`config.mk`:
```
export PLATFORM = sky130hd
export DESIGN_NAME = tvp_div_stage
export DESIGN_NICKNAME = d
export VERILOG_FILES = /design/src/hw/rtl/tvp_div_stage.sv
export SDC_FILE = /design/constraint.sdc
export NUM_CORES = 1
export LEC_CHECK = 0
export ABC_AREA = 1
export BUFFER_PORTS_ARGS = -buffer_cell sky130_fd_sc_hd__buf_2
export CAP_MARGIN = 20
export CORE_MARGIN = 2
export CORE_UTILIZATION = 50
export DETAILED_ROUTE_END_ITERATION = 10
export PLACE_DENSITY = 0.76
export SLEW_MARGIN = 20
export SYNTH_ARGS = -nofsm -noshare
export SYNTH_HDL_FRONTEND = slang
export SYNTH_SLANG_ARGS = --single-unit
```
`constraint.sdc`:
```
create_clock -name vclk -period 4.6
set_clock_uncertainty 0.1 [all_clocks]
set_input_delay 0.92 -clock vclk [all_inputs]
set_output_delay 0.92 -clock vclk [all_outputs]
set_load 0.01 [all_outputs]
```
`src/hw/rtl/tvp_div_stage.sv`:
```
// ----------------------------------------------------------------------------
// tvp_div_stage
// One restoring division step on a partial remainder.
// ----------------------------------------------------------------------------
module tvp_div_stage #(
  parameter int DW = 64
) (
  input  logic [DW:0]   rem_i,
  input  logic          nbit_i,
  input  logic [DW-1:0] den_i,
  output logic [DW:0]   rem_o,
  output logic          qbit_o
);
  logic [DW+1:0] sh;
  assign sh     = {rem_i, nbit_i};
  assign qbit_o = sh >= (DW+2)'(den_i);
  assign rem_o  = qbit_o ? (DW+1)'(sh - (DW+2)'(den_i)) : sh[DW:0];
endmodule
```
==> reports/results.txt <==
Gr usage total -> 32.49%
Synth unique cells -> 33
Final setup fails -> 0
# diodes -> 0
WP data required -> 3.58 ns
Worst Max-Slew Pin Slew -> 0.6999 ns
Die width -> 127.2 um
Non-filler cells, final -> 2007
Die Area -> 0.01617 mm2
DR WL/cell -> 13.63 um
Startpoint types -> input pin
Hold Worst Slack -> 2.080 ns
Clkbuf count -> 0
Yosys warns -> 0
Avg Cell Area, Syn -> 4.619 um2
Final WL -> 27.36 mm
Initial antenna violation count -> 0
Largest net degree at the start of global routing -> 65
Leak -> 6.241 nW
Met3 Wirelength -> 1.932 mm
CP Max Fanout -> 35
Run status -> complete, no violations
Hold Vio Cnt, Final -> 0
Pwr Total -> 1.187 mW
Worst slack, placed -> 0.2116 ns
Area growth, synth to finish -> 14.30%
Hold Buf Count CTS -> 0
DR pass1 iterations -> 5
DP Wirelength -> 24.30 mm
Critical path endpoint category -> output port
Post-route DRC -> 0
Fin crit share -> 92.22%
Setup crit end -> rem_o[21]
DR top layer -> met4
Routed Antenna Nets -> 0
Core ar. -> 0.01503 mm2
Met2 routed wirelength -> 12.29 mm
Resized cells post-CTS -> 0
DRT met1 WL -> 12.45 mm
Critical path type -> input pin to output port
Final layout net count -> 2016
Worst slew margin -> 53.34%
Setup Fix Bufs, Post-CTS -> 0
FF+latch area -> 0 um2
Power per Cell Area -> 136.9 mW/mm2
Routability cong. -> 0.9882
DIE HEIGHT -> 127.2 um
Final worst slack -> 0.3581 ns
Fraction of layout cells with a size suffix above 1 -> 14.62%
DR iter-0 viols -> 755
Syn_nets -> 1837
FF+latch count -> 0
Fmax -> 235.7 MHz
Post-Syn Instances -> 1642
Port buffer count -> 196
Crit path from -> rem_i[33]
Via-per-instance ratio -> 4.905
Max-Cap Viols -> 0
Min Clock Period, post-route -> 4.242 ns
Post-synthesis sequential area ratio -> 0%
Setup_tns -> 0 ns
Vias -> 9844
First-pass GRT wire length -> 42.23 mm
Hold crit path type -> input pin to output port
Initial Util -> 50.45%
Critical Path AT -> 3.22 ns
Fin. max-slew vios -> 0
Io pins -> 196
Unrepaired setup endpoints after global routing -> no
Synth Cell Area -> 0.007585 mm2
Dpl cells -> 2007
Total gr overflow -> 0
Row Count -> 45
Vias in the first global route -> 8441
Worst vdd ir -> 77.56 uV
worst max-delay path, stage by stage:
cell and delay [ns]:
buf_2 0.11, ha_1 0.45, nand2_1 0.15, nor2_1 0.23
inv_2 0.07, nor2_2 0.15, inv_2 0.06, nor3_2 0.18
nand2_2 0.11, nand3_4 0.24, buf_12 0.24, nand2_1 0.09
nand2_1 0.06, buf_2 0.12
metal layers:
layer / track usage (%) / vias to the layer above
met5: 0 / -
met1: 44.85 / 4241
met2: 55.53 / 345
li1: - / 5226
met3: 2.638 / 32
met4: 6.787 / 0
layout make-up:
type,instances,area (um2)
inverter,422,1584
multi-input combinational,1192,5786
fill,1736,6364
timing repair buffer,205,1065
tap,188,235.2
how the worst min path moves through the flow:
stage	end	from	slack, ns	cells after the start
final	rem_o[0]	nbit_i	2.08	4
after global placement	rem_o[17]	rem_i[16]	2.08	4
after CTS	rem_o[0]	nbit_i	2.09	4
after global routing	rem_o[19]	rem_i[18]	2.10	4
after detailed placement	rem_o[0]	nbit_i	2.08	4
after floorplan	rem_o[0]	nbit_i	1.88	2
cells by family (layout without fill, tap and decap cells):
logic type               count (synthesis)  after routing  share of synthesized area, %
XOR/XNOR                                31             31                         3.580
adder cells (fa/ha/maj)                 65             65                         10.82
buffers and inverters                  450            627                         23.79
AO/OA/AOI/OAI                           51             51                         3.415
AND/OR/NAND/NOR                       1045           1045                         58.40
synthesized netlist by cell type, drive strengths merged:
library cell  instances  area, um2
nand2               782       2970
inv                 421       1580
nor2                103      484.2
nand4                72      456.7
ha                   64      800.8
nand3                56      297.8
a21oi                46      234.0
xor2                 31      271.5
buf                  28      220.2
nor3                 14      97.59
and3                  5      31.28
nor4                  5      31.28
o21ai                 5      25.02
and2                  3      18.77
nand3b                2      15.01
nor3b                 2      20.02
clkinv                1      3.750
fa                    1      20.02
or2                   1      6.260
stage by stage:
stage,area [um2],utilization [%]
final,8670,57.67
after global routing,8670,57.67
after CTS,8666,57.64
after detailed placement,8666,57.64
after global placement,8666,57.64
after floorplan,7585,-
power breakdown:
| group | total [mW] | switching (mW) | internal, mW | leakage (nW) |
|---|---|---|---|---|
| Sequential | 0 | 0 | 0 | 0 |
| Combinational | 1.19 | 0.766 | 0.421 | 6.24 |
| Clock | 0 | 0 | 0 | 0 |
layout by cell type, fill, tap and decap left out, drive strengths merged:
cell type / n
nand3: 56
nor2: 103
and3: 5
and2: 3
fa: 1
inv: 421
xor2: 31
o21ai: 5
a21oi: 46
nor3b: 2
nand3b: 2
buf: 205
ha: 64
nor4: 5
nand4: 72
clkinv: 1
or2: 1
nor3: 14
nand2: 782
Power figures use the tool's default switching activity.
